==> config.mk <==
export PLATFORM = sky130hd
export DESIGN_NAME = circular_deque
export DESIGN_NICKNAME = d
export VERILOG_FILES = /design/src/hw/rtl/cdq_pkg.sv /design/src/hw/rtl/cdq_cell.sv /design/src/hw/rtl/circular_deque.sv
export SDC_FILE = /design/constraint.sdc
export NUM_CORES = 1
export LEC_CHECK = 0
export BUFFER_PORTS_ARGS = -buffer_cell sky130_fd_sc_hd__buf_2
export CAP_MARGIN = 30
export CORE_AREA = 5 5 168 186
export DETAILED_ROUTE_END_ITERATION = 8
export DIE_AREA = 0 0 173 191
export HOLD_SLACK_MARGIN = 0.08
export PLACE_DENSITY = 0.72
export SYNTH_ARGS = -nofsm -noshare
export SYNTH_HDL_FRONTEND = slang
export SYNTH_SLANG_ARGS = --single-unit
==> constraint.sdc <==
create_clock -name clk -period 19.6 [get_ports clk]
set_input_delay 0.98 -clock clk [delete_from_list [all_inputs] [get_ports clk]]
set_output_delay 0.98 -clock clk [all_outputs]
set_load 0.05 [all_outputs]
==> src/hw/rtl/cdq_pkg.sv <==
// shared types and codes for the circular deque
package cdq_pkg;

    typedef logic signed [31:0] data_t;

    // operation codes carried on func
    localparam logic [1:0] FN_PUSH_FRONT = 2'd0;
    localparam logic [1:0] FN_PUSH_REAR  = 2'd1;
    localparam logic [1:0] FN_POP_FRONT  = 2'd2;
    localparam logic [1:0] FN_POP_REAR   = 2'd3;

    // result status codes
    localparam logic [1:0] ST_DONE      = 2'd0;
    localparam logic [1:0] ST_OVERFLOW  = 2'd1;
    localparam logic [1:0] ST_UNDERFLOW = 2'd2;

    // per-cell update codes
    localparam logic [1:0] CELL_HOLD       = 2'd0;
    localparam logic [1:0] CELL_FROM_LEFT  = 2'd1;
    localparam logic [1:0] CELL_FROM_RIGHT = 2'd2;
    localparam logic [1:0] CELL_LOAD       = 2'd3;

    typedef struct packed {
        logic [1:0] op;
        data_t      load_data;
    } cell_ctrl_t;

endpackage

==> src/hw/rtl/cdq_cell.sv <==
// one storage cell of the deque chain, shifting toward either neighbor
module cdq_cell
    import cdq_pkg::*;
(
    input  logic       clk,
    input  cell_ctrl_t ctrl,
    input  data_t      left_data,
    input  data_t      right_data,
    output data_t      data
);

    data_t data_reg;
    data_t data_next;

    always_comb
    begin
        case (ctrl.op)
            CELL_HOLD:       data_next = data_reg;
            CELL_FROM_LEFT:  data_next = left_data;
            CELL_FROM_RIGHT: data_next = right_data;
            CELL_LOAD:       data_next = ctrl.load_data;
            default:         data_next = data_reg;
        endcase
    end

    always_ff @(posedge clk)
    begin
        data_reg <= data_next;
    end

    assign data = data_reg;

endmodule

==> src/hw/rtl/circular_deque.sv <==
// circular deque top level: control, fill count, cell chain and result register
//
// Double-ended queue of DEPTH signed 32-bit elements. Each transfer on the
// input channel (in_valid/in_ready, fields func and push_value) is one
// operation: push front, push rear, pop front or pop rear. Each produces
// exactly one result on the output channel (out_valid/out_ready, fields
// pop_value, status, is_empty, is_full).
// Elements live in a row of cells with the front element always in cell 0;
// a front push or pop shifts every cell one place toward its neighbor in the
// same cycle, a rear push loads the cell at the fill count, and a rear pop
// reads the cell just below it.
// The result is registered, valid in the cycle after the input transfer. One item
// per cycle is sustained while out_ready is high; the single result register sets it.
// When the receiver stalls, the result is held and in_ready drops until it
// is taken; an input arriving in the cycle the result leaves is accepted.
// Reset empties the deque (fill count zero) and drops out_valid; the result
// fields and cell contents are not cleared and are only read after being written.
module circular_deque
    import cdq_pkg::*;
#(
    parameter int DEPTH = 8
)
(
    input  logic        clk,
    input  logic        rst_n,
    input  logic        in_valid,
    output logic        in_ready,
    input  logic [1:0]  func,
    input  data_t       push_value,
    output logic        out_valid,
    input  logic        out_ready,
    output data_t       pop_value,
    output logic [1:0]  status,
    output logic        is_empty,
    output logic        is_full
);

    localparam int CW = $clog2(DEPTH + 1);
    localparam logic [CW-1:0] FULL_COUNT = CW'(DEPTH);

    logic [CW-1:0] count_reg;
    logic [CW-1:0] count_next;
    logic          out_valid_reg;
    data_t         pop_value_reg;
    logic [1:0]    status_reg;
    logic          is_empty_reg;
    logic          is_full_reg;

    data_t         pop_value_next;
    logic [1:0]    status_next;

    logic          in_fire;
    logic          is_push;
    logic          store_empty;
    logic          store_full;
    logic          push_ok;
    logic          pop_ok;
    data_t         rear_data;

    cell_ctrl_t    ctrl     [DEPTH];
    data_t         cell_data[DEPTH];

    assign in_fire     = in_valid && in_ready;
    assign in_ready    = !out_valid_reg || out_ready;
    assign is_push     = (func == FN_PUSH_FRONT) || (func == FN_PUSH_REAR);
    assign store_empty = (count_reg == '0);
    assign store_full  = (count_reg == FULL_COUNT);
    assign push_ok     = in_fire && is_push && !store_full;
    assign pop_ok      = in_fire && !is_push && !store_empty;

    // rear element: the cell whose index is one below the fill count
    always_comb
    begin
        rear_data = '0;
        for (int i = 0; i < DEPTH; i++)
        begin
            if (count_reg == CW'(i + 1))
            begin
                rear_data = rear_data | cell_data[i];
            end
        end
    end

    genvar g;
    generate
        for (g = 0; g < DEPTH; g++)
        begin : g_cell
            data_t left_d;
            data_t right_d;

            if (g == 0)
            begin : g_first
                assign left_d = push_value;
            end
            else
            begin : g_mid_l
                assign left_d = cell_data[g-1];
            end

            if (g == DEPTH - 1)
            begin : g_last
                assign right_d = cell_data[g];
            end
            else
            begin : g_mid_r
                assign right_d = cell_data[g+1];
            end

            always_comb
            begin
                ctrl[g].op        = CELL_HOLD;
                ctrl[g].load_data = push_value;
                if (push_ok && (func == FN_PUSH_FRONT))
                begin
                    ctrl[g].op = CELL_FROM_LEFT;
                end
                else if (push_ok && (func == FN_PUSH_REAR) && (count_reg == CW'(g)))
                begin
                    ctrl[g].op = CELL_LOAD;
                end
                else if (pop_ok && (func == FN_POP_FRONT))
                begin
                    ctrl[g].op = CELL_FROM_RIGHT;
                end
            end

            cdq_cell u_cell (
                .clk        (clk),
                .ctrl       (ctrl[g]),
                .left_data  (left_d),
                .right_data (right_d),
                .data       (cell_data[g])
            );
        end
    endgenerate

    always_comb
    begin
        count_next     = count_reg;
        pop_value_next = '0;
        status_next    = ST_DONE;
        if (is_push)
        begin
            if (store_full)
            begin
                status_next = ST_OVERFLOW;
            end
            else
            begin
                count_next = count_reg + CW'(1);
            end
        end
        else
        begin
            if (store_empty)
            begin
                status_next = ST_UNDERFLOW;
            end
            else
            begin
                count_next     = count_reg - CW'(1);
                pop_value_next = (func == FN_POP_FRONT) ? cell_data[0] : rear_data;
            end
        end
    end

    always_ff @(posedge clk or negedge rst_n)
    begin
        if (!rst_n)
        begin
            count_reg     <= '0;
            out_valid_reg <= 1'b0;
        end
        else
        begin
            if (in_fire)
            begin
                count_reg <= count_next;
            end
            if (in_fire)
            begin
                out_valid_reg <= 1'b1;
            end
            else if (out_ready)
            begin
                out_valid_reg <= 1'b0;
            end
        end
    end

    always_ff @(posedge clk)
    begin
        if (in_fire)
        begin
            pop_value_reg <= pop_value_next;
            status_reg    <= status_next;
            is_empty_reg  <= (count_next == '0);
            is_full_reg   <= (count_next == FULL_COUNT);
        end
    end

    assign out_valid = out_valid_reg;
    assign pop_value = pop_value_reg;
    assign status    = status_reg;
    assign is_empty  = is_empty_reg;
    assign is_full   = is_full_reg;

`ifndef SYNTHESIS
    a_count_bound: assert property (@(posedge clk) disable iff (!rst_n)
        count_reg <= FULL_COUNT)
        else $error("fill count beyond depth");

    a_overflow_full: assert property (@(posedge clk) disable iff (!rst_n)
        out_valid_reg && (status_reg == ST_OVERFLOW) |-> is_full_reg)
        else $error("overflow reported while not full");

    a_underflow_empty: assert property (@(posedge clk) disable iff (!rst_n)
        out_valid_reg && (status_reg == ST_UNDERFLOW) |-> is_empty_reg)
        else $error("underflow reported while not empty");

    a_last_pop_empties: assert property (@(posedge clk) disable iff (!rst_n)
        in_fire && !is_push && (count_reg == CW'(1)) |=> is_empty_reg && (count_reg == '0))
        else $error("popping the last element did not empty the deque");

    a_push_grows: assert property (@(posedge clk) disable iff (!rst_n)
        push_ok |=> count_reg == $past(count_reg) + CW'(1))
        else $error("accepted push did not grow the fill count");
`endif

endmodule
==> impl_metrics.csv <==
group,metric,value,unit
outcome,status,"completed",
yosys,synth_edf_count,292,
yosys,yosysTopAreaCellShare,55.7,%
finish,final_nets,1386,
floorplan,die_area,0.0330,mm²
clock_tree,clk_pin_slew,0.06,ns
sta,fin_setup_tns,0,ns
sta,hold-worst-slack,0.217,ns
worst_setup_path,cp_max_fo,78,
power_and_ir_drop,vdd_drop_max,67.4,µV
yosys,synth.area.top_cells,"edfxtp_1 56%, a22oi_1 7.0%, mux2_2 4.2%, a22o_1 3.6%, o21ai_0 3.5%",
clock_tree,clk_path_buf_depth,3,
global_routing,grt_use_met2,44.0,%
sta,fmax,0.228,GHz
clock_tree,cts_root_buffer,"clkbuf_16",
run,drv_cap,0,
clock_tree,htree_levels,1,
worst_setup_path,rr_startpoint,"count_reg[0]$_DFFE_PN0P_",
yosys,ys_types,66,
global_routing,use_met3,6.13,%
finish,largest_reg_flops,256,
detailed_routing,drt_iter0_drc,1977,
placed_design,port_buffers,75,
floorplan,num_rows,66,
worst_setup_path,r2r.worst_path.cells,8,
detailed_routing,drt_drc_violations_left,0,
worst_setup_path,cp_data_required_time,19.88,ns
yosys,synthXorXnorAreaFrac,0.0557,%
yosys,syn_avg_cell_area,11.6,µm²
yosys,syn_area,0.0157,mm²
sta,fin_crit,4.39,ns
yosys,ys_ff_latch,297,
placed_design,hpwl,27000,µm
sta,tightest_slew,1.11,ns
yosys,ys_warn_count,0,
clock_tree,postCtsHoldBufs,0,
power_and_ir_drop,power_density,116,mW/mm²
yosys,yosys.area_share.simple,6.42,%
detailed_routing,num_vias,12400,
yosys,syn-instance-count,1353,
worst_setup_path,r2r_setup_slack,15.44,ns
clock_tree,cts_num_sinks,297,
yosys,synthArstFlopShare,1.68,%
detailed_routing,antenna_left,0,
yosys,yosys_most_used_dff,"edfxtp_1",
yosys,synthMuxAreaShare,4.64,%
yosys,synth_fp_nets,1395,
global_routing,busiest_layer,"met2",
worst_setup_path,worstSetupPathType,"in2reg",
sta,setup_slack,15.21,ns
clock_tree,insertion_delay,0.57,ns
finish,layout-drive-gt1-share,17.0,%
yosys,synthAdderAreaFrac,0.318,%
floorplan,fp.coreArea,0.0292,mm²
global_routing,grt_pass1_wl,72900,µm
floorplan,die-width,173,µm
global_routing,met1_usage,38.5,%
worst_setup_path,rr_endpoint,"g_cell[6].u_cell.data[10]$_DFFE_PP_",
finish,areaGrowthSynthToFinish,9.44,%
sta,rsz0062_at_grt,"no",
detailed_routing,finalWirelength,48700,µm
worst_setup_path,critPathLaunchType,"input pin",
detailed_routing,drt-wirelength-per-cell,27.9,µm
finish,final_area,0.0172,mm²
placed_design,place_congestion,0.848,
min_path,holdCritPathClass,"in2async",
global_routing,grt_max_degree,79,
sta,relSlewSlack,25.5,%
sta,finalHoldViolCount,0,
floorplan,ioPinCount,76,
clock_tree,cts_tree,"done",
clock_tree,cts_setup_buffers,0,
worst_setup_path,crit_arrival,4.67,ns
yosys,synth_top_area_cell,"edfxtp_1",
sta,fin_skew,0.0155,ns
sta,slew_viol_final,0,
clock_tree,cts_made_buffers,30,
power_and_ir_drop,power_leakage,6.30,nW
floorplan,die_y,191,µm
global_routing,grt_antenna_before_repair,4,
global_routing,grt_pass1_vias,12100,
clock_tree,post_cts_resized,0,
yosys,seq_area_frac_synth,56.5,%
sta,fin_crit_sh,22.4,%
floorplan,start_util,53.8,%
global_routing,grt_use_total,28.2,%
detailed_routing,firstDrtPassIters,6,
detailed_routing,vias_per_cell,7.10,
placed_design,dpl_cell_area,0.0163,mm²
finish,layout_commonest_cell,"edfxtp_1",
sta,setup_violations,0,
yosys,synth_compound_area_share,25.6,%
yosys,synth_top_family_by_area,"compound AO/OA/AOI/OAI gates",
global_routing,gr-total-overflow,0,
finish,final_cell_mix,"292 x edfxtp_1, 147 x a22oi_1, 110 x o21ai_0",
worst_setup_path,endpoint_kind,"register",
placed_design,dpl_worst_slack,14.73,ns
## cell type report
cell class	count	area, µm²
Antenna cell	2	5.00
Fill cell	2415	12000
Sequential cell	297	8890
Clock inverter	12	75.1
Clock buffer	43	821
Timing Repair Buffer	105	646
Multi-Input combinational cell	805	5920
Inverter	105	394
Tap cell	374	468
## cell families (layout without fill, tap and decap cells)
group | Yosys count | count (layout)
AOI/OAI and AO/OA | 553 | 553
DFF | 297 | 297
buffers and inverters | 251 | 265
and+or+nand+nor | 182 | 182
muxes | 65 | 65
adders and majority gates | 4 | 4
xor gates and xnor gates | 1 | 1
other | 0 | 2
## critical path, stage by stage
cell	delay [ns]
buf_2	0.34
nand2b_1	0.43
nor4_4	0.34
buf_4	0.68
buf_4	0.78
or2_2	0.86
o21ai_0	0.20
## metal layers
| metal | share of wire, % | vias to the layer above |
|---|---|---|
| met5 | 0.041 | - |
| met2 | 45 | 922 |
| li1 | - | 5239 |
| met3 | 13 | 183 |
| met4 | 4.3 | 4 |
| met1 | 38 | 6036 |
## worst max path at each step
stage / slack, ns / from / to
after floorplan: 11.95 / out_ready / g_cell[7].u_cell.data[0]$_DFFE_PN_
after global placement: 14.82 / func[1] / g_cell[0].u_cell.data[2]$_DFFE_PP_
after detailed placement: 14.73 / func[1] / g_cell[6].u_cell.data[3]$_DFFE_PP_
after CTS: 15.31 / func[1] / g_cell[6].u_cell.data[3]$_DFFE_PP_
after global routing: 15.03 / func[1] / g_cell[6].u_cell.data[0]$_DFFE_PP_
final: 15.21 / func[1] / g_cell[6].u_cell.data[10]$_DFFE_PP_
## Yosys cell counts (all sizes together), types with 20 or more instances
master and count:
a21o 63, a21oi 41, a221o 34, a22o 64, a22oi 147, a31oi 20, and2 35, buf 70
clkbuf 76, edfxtp 292, inv 105, mux2 64, nand2 57, nor2 33, o21ai 113
## report_power, final
part	switching (mW)	internal, mW	leakage (nW)
logic	0.440	0.191	3.10
registers	0.0354	0.782	2.77
clock network	0.243	0.301	0.435
## stage by stage
stage	std cells	power [mW]	utilization [%]
after floorplan	1353	1.25	-
after global placement	1682	1.42	55.6
after detailed placement	1686	1.44	55.8
after CTS	1741	1.97	58.9
after global routing	1743	2.06	58.9
final	1743	1.99	58.9
(Power assumes the default switching activity.)
